<file path="config.mk">
export PLATFORM = sky130hd
export DESIGN_NAME = lmh_rsp_reg
export DESIGN_NICKNAME = d
export VERILOG_FILES = /design/src/hw/rtl/lot_min_heap_by_expiry_defines.svh /design/src/hw/rtl/lmh_pkg.sv /design/src/hw/rtl/lmh_rsp_reg.sv
export SDC_FILE = /design/constraint.sdc
export NUM_CORES = 1
export LEC_CHECK = 0
export BUFFER_PORTS_ARGS = -buffer_cell sky130_fd_sc_hd__buf_2
export CORE_MARGIN = 8
export CORE_UTILIZATION = 37
export DETAILED_ROUTE_END_ITERATION = 10
export HOLD_SLACK_MARGIN = 0.08
export PLACE_DENSITY_LB_ADDON = 0.12
export SETUP_SLACK_MARGIN = 0.1
export SLEW_MARGIN = 15
export SYNTH_ARGS = -nofsm -noshare
export SYNTH_HDL_FRONTEND = slang
export SYNTH_SLANG_ARGS = --single-unit
</file>
<file path="constraint.sdc">
create_clock -name clk -period 0.8 [get_ports clk]
set_input_delay 0.24 -clock clk [delete_from_list [all_inputs] [get_ports clk]]
set_output_delay 0.24 -clock clk [all_outputs]
set_load 0.01 [all_outputs]
</file>
<file path="src/hw/rtl/lot_min_heap_by_expiry_defines.svh">
// Assertion macros shared by the heap RTL.
`ifndef LOT_MIN_HEAP_BY_EXPIRY_DEFINES_SVH
`define LOT_MIN_HEAP_BY_EXPIRY_DEFINES_SVH

// Same-cycle implication, checked out of reset.
`define LMH_ASSERT_NOW(label, ante, cons) \
    label: assert property (@(posedge clk) disable iff (!rst_n) (ante) |-> (cons)) \
        else $error("lmh same-cycle check failed");

// Next-cycle implication, checked out of reset.
`define LMH_ASSERT_NEXT(label, ante, cons) \
    label: assert property (@(posedge clk) disable iff (!rst_n) (ante) |=> (cons)) \
        else $error("lmh next-cycle check failed");

`endif

</file>
<file path="src/hw/rtl/lmh_pkg.sv">
`default_nettype none

package lmh_pkg;

    // Field widths
    localparam int KEY_W  = 31;
    localparam int AMT_W  = 16;
    localparam int SUM_W  = 24;
    localparam int LOTS_W = 9;
    localparam int STAT_W = 2;
    localparam int LOT_W  = KEY_W + AMT_W;

    localparam int DEF_CAPACITY = 256;

    // Key reported when removing from an empty heap
    localparam logic [KEY_W-1:0] EMPTY_KEY = {KEY_W{1'b1}};

    // Operation codes
    localparam logic FUNC_INSERT = 1'b0;
    localparam logic FUNC_REMOVE = 1'b1;

    // Status codes
    localparam logic [STAT_W-1:0] STAT_DONE  = 2'd0;
    localparam logic [STAT_W-1:0] STAT_EMPTY = 2'd1;
    localparam logic [STAT_W-1:0] STAT_FULL  = 2'd2;

    typedef struct packed {
        logic             func;
        logic [KEY_W-1:0] expiry_time;
        logic [AMT_W-1:0] lot_amount;
    } lmh_in_t;

    typedef struct packed {
        logic [KEY_W-1:0]  out_expiry;
        logic [AMT_W-1:0]  out_amount;
        logic [STAT_W-1:0] status;
        logic [SUM_W-1:0]  amount_total;
        logic [LOTS_W-1:0] lots_held;
    } lmh_out_t;

    // One heap entry as stored in memory
    typedef struct packed {
        logic [KEY_W-1:0] key;
        logic [AMT_W-1:0] amt;
    } lot_t;

endpackage

`default_nettype wire

</file>
<file path="src/hw/rtl/lmh_rsp_reg.sv">
`default_nettype none

// Output register: holds one finished word until the receiver takes it.
module lmh_rsp_reg (
    input  wire logic            clk,
    input  wire logic            rst_n,
    input  wire logic            load,
    input  wire lmh_pkg::lmh_out_t load_word,
    output logic                 free,
    output logic                 rsp_valid,
    input  wire logic            rsp_ready,
    output lmh_pkg::lmh_out_t    rsp
);

    import lmh_pkg::*;

    logic     valid_reg, valid_next;
    lmh_out_t word_reg, word_next;

    // Slot is free when empty or being drained this cycle
    assign free = !valid_reg || rsp_ready;

    always_comb
    begin
        valid_next = valid_reg;
        word_next  = word_reg;
        if (load)
        begin
            valid_next = 1'b1;
            word_next  = load_word;
        end
        else if (rsp_ready)
        begin
            valid_next = 1'b0;
        end
    end

    always_ff @(posedge clk or negedge rst_n)
    begin
        if (!rst_n)
        begin
            valid_reg <= 1'b0;
        end
        else
        begin
            valid_reg <= valid_next;
        end
    end

    always_ff @(posedge clk)
    begin
        word_reg <= word_next;
    end

    assign rsp_valid = valid_reg;
    assign rsp       = word_reg;

endmodule

`default_nettype wire

</file>
==> flow_metrics.tcl, run 1 <==
set metrics [dict create \
    status "finished, violations left" \
    failed_checks "setup timing" \
    worstPathCellList "nand2b_4, buf_6" \
    final_cell_mix "buf_2 (165), edfxtp_1 (82), clkbuf_8 (9)" \
    fin_setup_tns_ps -23480 \
    synth_top_area_frac 0.981 \
    final_nets 357 \
    grt_max_degree 38 \
    syn_area_per_cell_um2 29.5 \
    io_pins 170 \
    die-area_um2 9670 \
    stdcell_count 356 \
    wl_per_cell_um 17.5 \
    leakage_nw 1.61 \
    setup_viol_count_final 85 \
    grt_pass1_wl_um 9250 \
    critPathLaunchType "flop" \
    io_buffers 169 \
    syn_nets 171 \
    syn-cell-area_um2 2510 \
    drt_pass1_iterations 4 \
    power.density_nw_per_um2 2310 \
    ys_ff_latch 83 \
    clock_path_buffers 2 \
    hold_slack_ps 78.2 \
    fp-row-count 30 \
    irDropWorstVdd_mv 1.05 \
    root_buffer "clkbuf_8" \
    vias 1533 \
    mostFrequentLayoutCell "buf_2" \
    worst_pin_slew_ps 207 \
    die_h_um 98.4 \
    core_area_um2 6680 \
    arrival_ps 920 \
    maxSlewViolCount 0 \
    antenna_cells 0 \
    initial_core_util 0.376 \
    hold_buffers 1 \
    power.share.clock 0.289 \
    power_switching_share 0.221 \
    dp_worst_setup_slack_ps -126 \
    routabilityCongestion 0.655 \
    synth_cells 85 \
    slowest_delay_ps 410 \
    ys_seq_area_frac 0.991 \
    n_fill_cell 589 \
    yosys_warnings 0 \
    worst_skew_pair.late_latency_ps 330 \
    post-route-min-period_ps 1160 \
    power.total_mw 8.59 \
    cp_slowest_cell "dfrtp_1" \
    area_growth_syn_to_layout_pct 47.9 \
    placedCellCount 337 \
    hold_path.class "input port to flop" \
    maxCapViolations 0 \
    period_share 1.44 \
    p_int_mw 6.69 \
    cts_tree "yes" \
    cts_num_sinks 83 \
    ant_nets 0 \
    synth_cell_types 4 \
    grt_pass1_vias 1695 \
    hold_viol 0 \
    h-tree-depth 3 \
    viasPerCell 4.31 \
    sequentialPowerShare 0.609 \
    rsz0062_at_grt "yes" \
    drive_gt1_frac 0.685 \
    slew_headroom 0.862 \
    worst-path-max-fanout 2 \
    max_freq_mhz 865 \
    drc 0 \
    cts.clk_slew.worst_paths_ps 80 \
    synth_area_leaders "edfxtp_1 (98%), dfrtp_1 (1.0%), nand2b_4 (0.55%), nand2b_2 (0.35%)" \
    p_comb_frac 0.103 \
    drt_iter0_markers 48 \
    overflow 0 \
    antenna_found_initial 0 \
    path_class "flop to output pin" \
    die-width_um 98.4 \
    endpoint_kind "output pin" \
    numCtsBuffers 9 \
    p_sw_mw 1.90 \
    yosys.area.top_type "edfxtp_1" \
    setup_ws_ps -356 \
    cp.required_ps 560 \
    clock_skew_ps 0 \
    wl_um 6240 \
    grtUsageTotal 0.126 \
]
-- per-layer routing --
layer | GRT usage | wire length (um) | vias up | part of all wire
li1 | - | - | 714 | -
met1 | 0.124 | 2180 | 717 | 0.35
met2 | 0.212 | 3240 | 95 | 0.52
met3 | 0.0697 | 747 | 7 | 0.12
met4 | 0.0602 | 68 | 0 | 0.011
met5 | 0 | 0 | - | 0
-- path summary, 6_finish.rpt --
check | end | startpoint | slack [ps] | cells after the start
min | rsp[35] | load_word[35] | 80 | 1
min in group asynchronous | rsp_valid | rst_n | 210 | 2
max reg2reg | rsp_valid | rsp_valid | -30 | 4
max in group asynchronous | rsp_valid | rst_n | 510 | 2
max | free | rsp_valid | -360 | 2
min reg2reg | rsp_valid | rsp_valid | 760 | 4
-- layout make-up --
type                    instances  area, um2  area share
repair buffers                175        940       0.253
clock buffers                  12        135      0.0364
flip-flops and latches         83       2490       0.670
multi-input cells               2       22.5     0.00607
clock inverters                 4       27.5     0.00741
well taps                      80        100      0.0270
-- power groups by stage --
stage | clock [mW] | combinational, mW | sequential [mW]
3_5_place_dp | 0 | 0.877 | 5.33
3_3_place_gp | 0 | 0.871 | 5.31
5_1_grt | 2.77 | 0.952 | 5.26
2_1_floorplan | 0 | 0.0117 | 5.54
4_1_cts | 2.58 | 0.891 | 5.23
6_report | 2.48 | 0.881 | 5.23
-- logic make-up (layout without fill, tap and decap cells) --
kind of cell,count (synthesis),count (layout),synth area share
buf+inv,0,191,0
simple gates,2,2,0.00897
flops,83,83,0.991
-- registers in the layout, indices dropped and copies added (netlist names) --
signal and cells:
rsp 82, rsp_valid 1
-- synth_stat cells --
| cell | number |
|---|---|
| dfrtp_1 | 1 |
| edfxtp_1 | 82 |
| nand2b_2 | 1 |
| nand2b_4 | 1 |
-- what timing repair did --
item                                    in CTS  in global routing
endpoints found under the hold margin       78                 80
buffers inserted                             1                  1
resized for setup                            1                  2
endpoints found under the setup margin      84                 85
cloned                                       0                  0
-- worst max-delay path, delay by kind of cell (launching register included) --
family                 cells  cell delay, ps
buffers and inverters      1             100
DFF                        1             410
and+or+nand+nor            1              80
-- per-stage QoR --
stage          instance area, um2  utilization
4_1_cts                      3690        0.553
5_1_grt                      3710        0.556
6_report                     3710        0.556
3_5_place_dp                 3510        0.525
3_3_place_gp                 3510        0.525
2_1_floorplan                2510            -
No activity file was read; power rests on OpenSTA's default activity.
==> run 2, diff against run 1 <==
--- a/config.mk
+++ b/config.mk
@@ -8,10 +8,11 @@
 export BUFFER_PORTS_ARGS = -buffer_cell sky130_fd_sc_hd__buf_2
 export CORE_MARGIN = 8
 export CORE_UTILIZATION = 37
+export CTS_CLUSTER_DIAMETER = 200
 export DETAILED_ROUTE_END_ITERATION = 10
 export HOLD_SLACK_MARGIN = 0.08
 export PLACE_DENSITY_LB_ADDON = 0.12
-export SETUP_SLACK_MARGIN = 0.1
+export SETUP_SLACK_MARGIN = 0.15
 export SLEW_MARGIN = 15
 export SYNTH_ARGS = -nofsm -noshare
 export SYNTH_HDL_FRONTEND = slang
==> flow_metrics.tcl, run 2 (synthesis results as in run 1) <==
set metrics [dict create \
    status "finished, violations left" \
    failed_checks "setup timing" \
    dp_worst_setup_slack_ps -126 \
    hold_buffers 1 \
    root_buffer "clkbuf_8" \
    grtUsageTotal 0.126 \
    cts.clk_slew.worst_paths_ps 80 \
    wl_per_cell_um 17.5 \
    setup_viol_count_final 85 \
    die-area_um2 9670 \
    h-tree-depth 3 \
    path_class "flop to output pin" \
    clock_path_buffers 2 \
    wl_um 6240 \
    period_share 1.44 \
    cp.required_ps 560 \
    post-route-min-period_ps 1160 \
    leakage_nw 1.61 \
    drive_gt1_frac 0.685 \
    drt_pass1_iterations 4 \
    power.density_nw_per_um2 2310 \
    antenna_found_initial 0 \
    io_buffers 169 \
    drc 0 \
    worst_skew_pair.late_latency_ps 330 \
    grt_pass1_vias 1695 \
    grt_max_degree 38 \
    n_fill_cell 589 \
    cts_tree "yes" \
    clock_skew_ps 0 \
    cts_num_sinks 83 \
    rsz0062_at_grt "yes" \
    viasPerCell 4.31 \
    critPathLaunchType "flop" \
    hold_viol 0 \
    hold_path.class "input port to flop" \
    setup_ws_ps -356 \
    area_growth_syn_to_layout_pct 47.9 \
    irDropWorstVdd_mv 1.05 \
    placedCellCount 337 \
    mostFrequentLayoutCell "buf_2" \
    vias 1533 \
    drt_iter0_markers 48 \
    endpoint_kind "output pin" \
    worst-path-max-fanout 2 \
    max_freq_mhz 865 \
    maxSlewViolCount 0 \
    antenna_cells 0 \
    io_pins 170 \
    worst_pin_slew_ps 207 \
    stdcell_count 356 \
    slew_headroom 0.862 \
    largest_reg_flops 82 \
    overflow 0 \
    maxCapViolations 0 \
    grt_pass1_wl_um 9250 \
    routabilityCongestion 0.655 \
    arrival_ps 920 \
    final_nets 357 \
    core_area_um2 6680 \
    die_h_um 98.4 \
    numCtsBuffers 9 \
    die-width_um 98.4 \
    fp-row-count 30 \
    ant_nets 0 \
    final_cell_mix "buf_2 (165), edfxtp_1 (82), clkbuf_8 (9)" \
    initial_core_util 0.376 \
]
==> run 2: cell counts in the layout (fill, tap and decap cells not counted) <==
Identical to the previous run, type by type.
==> run 2: worst paths after layout <==
path                                from   endpoint  slack [ps]  cells past startpoint
max reg2reg                    rsp_valid  rsp_valid         -30                      4
min                        load_word[35]    rsp[35]          80                      1
min reg2reg                    rsp_valid  rsp_valid         760                      4
min in group asynchronous          rst_n  rsp_valid         210                      2
max in group asynchronous          rst_n  rsp_valid         510                      2
max                            rsp_valid       free        -360                      2
==> run 2: layer usage <==
metal	routed length, um	global-route usage
met3	747	0.0697
met2	3240	0.212
met4	68	0.0602
met1	2180	0.124
met5	0	0
==> run 2: timing repair <==
| action | CTS | global route |
|---|---|---|
| setup buffers | 1 | 1 |
| pin swaps | 0 | 0 |
| setup endpoints to repair | 84 | 85 |
| gates resized for setup | 1 | 2 |
| endpoints found under the hold margin | 78 | 80 |
==> run 2: area by class of cell <==
cell class	count	area, um2	area share
repair buffers	175	940	0.253
well taps	80	100	0.0270
clock inverters	4	27.5	0.00741
flip-flops and latches	83	2490	0.670
multi-input cells	2	22.5	0.00607
clock buffers	12	135	0.0364
==> run 2: worst max-delay path: stages (launching register included) <==
cell and delay [ps]:
dfrtp_1 410, nand2b_4 80, buf_6 100
==> run 2: power breakdown <==
part           switching, mW  internal [mW]
clock network           1.36           1.13
logic                  0.465          0.415
registers             0.0772           5.15
==> run 2: through the flow <==
stage	utilization	hold WS, ps	area [um2]	setup TNS, ps	power (mW)
finish	0.556	78.2	3710	-23480	8.59
CTS	0.553	54.9	3690	-25810	8.71
floorplan	-	-55.6	2510	0	5.55
detailed placement	0.525	16.8	3510	-9510	6.21
global route	0.556	47.9	3710	-27890	8.98
global placement	0.525	17.0	3510	-8750	6.18
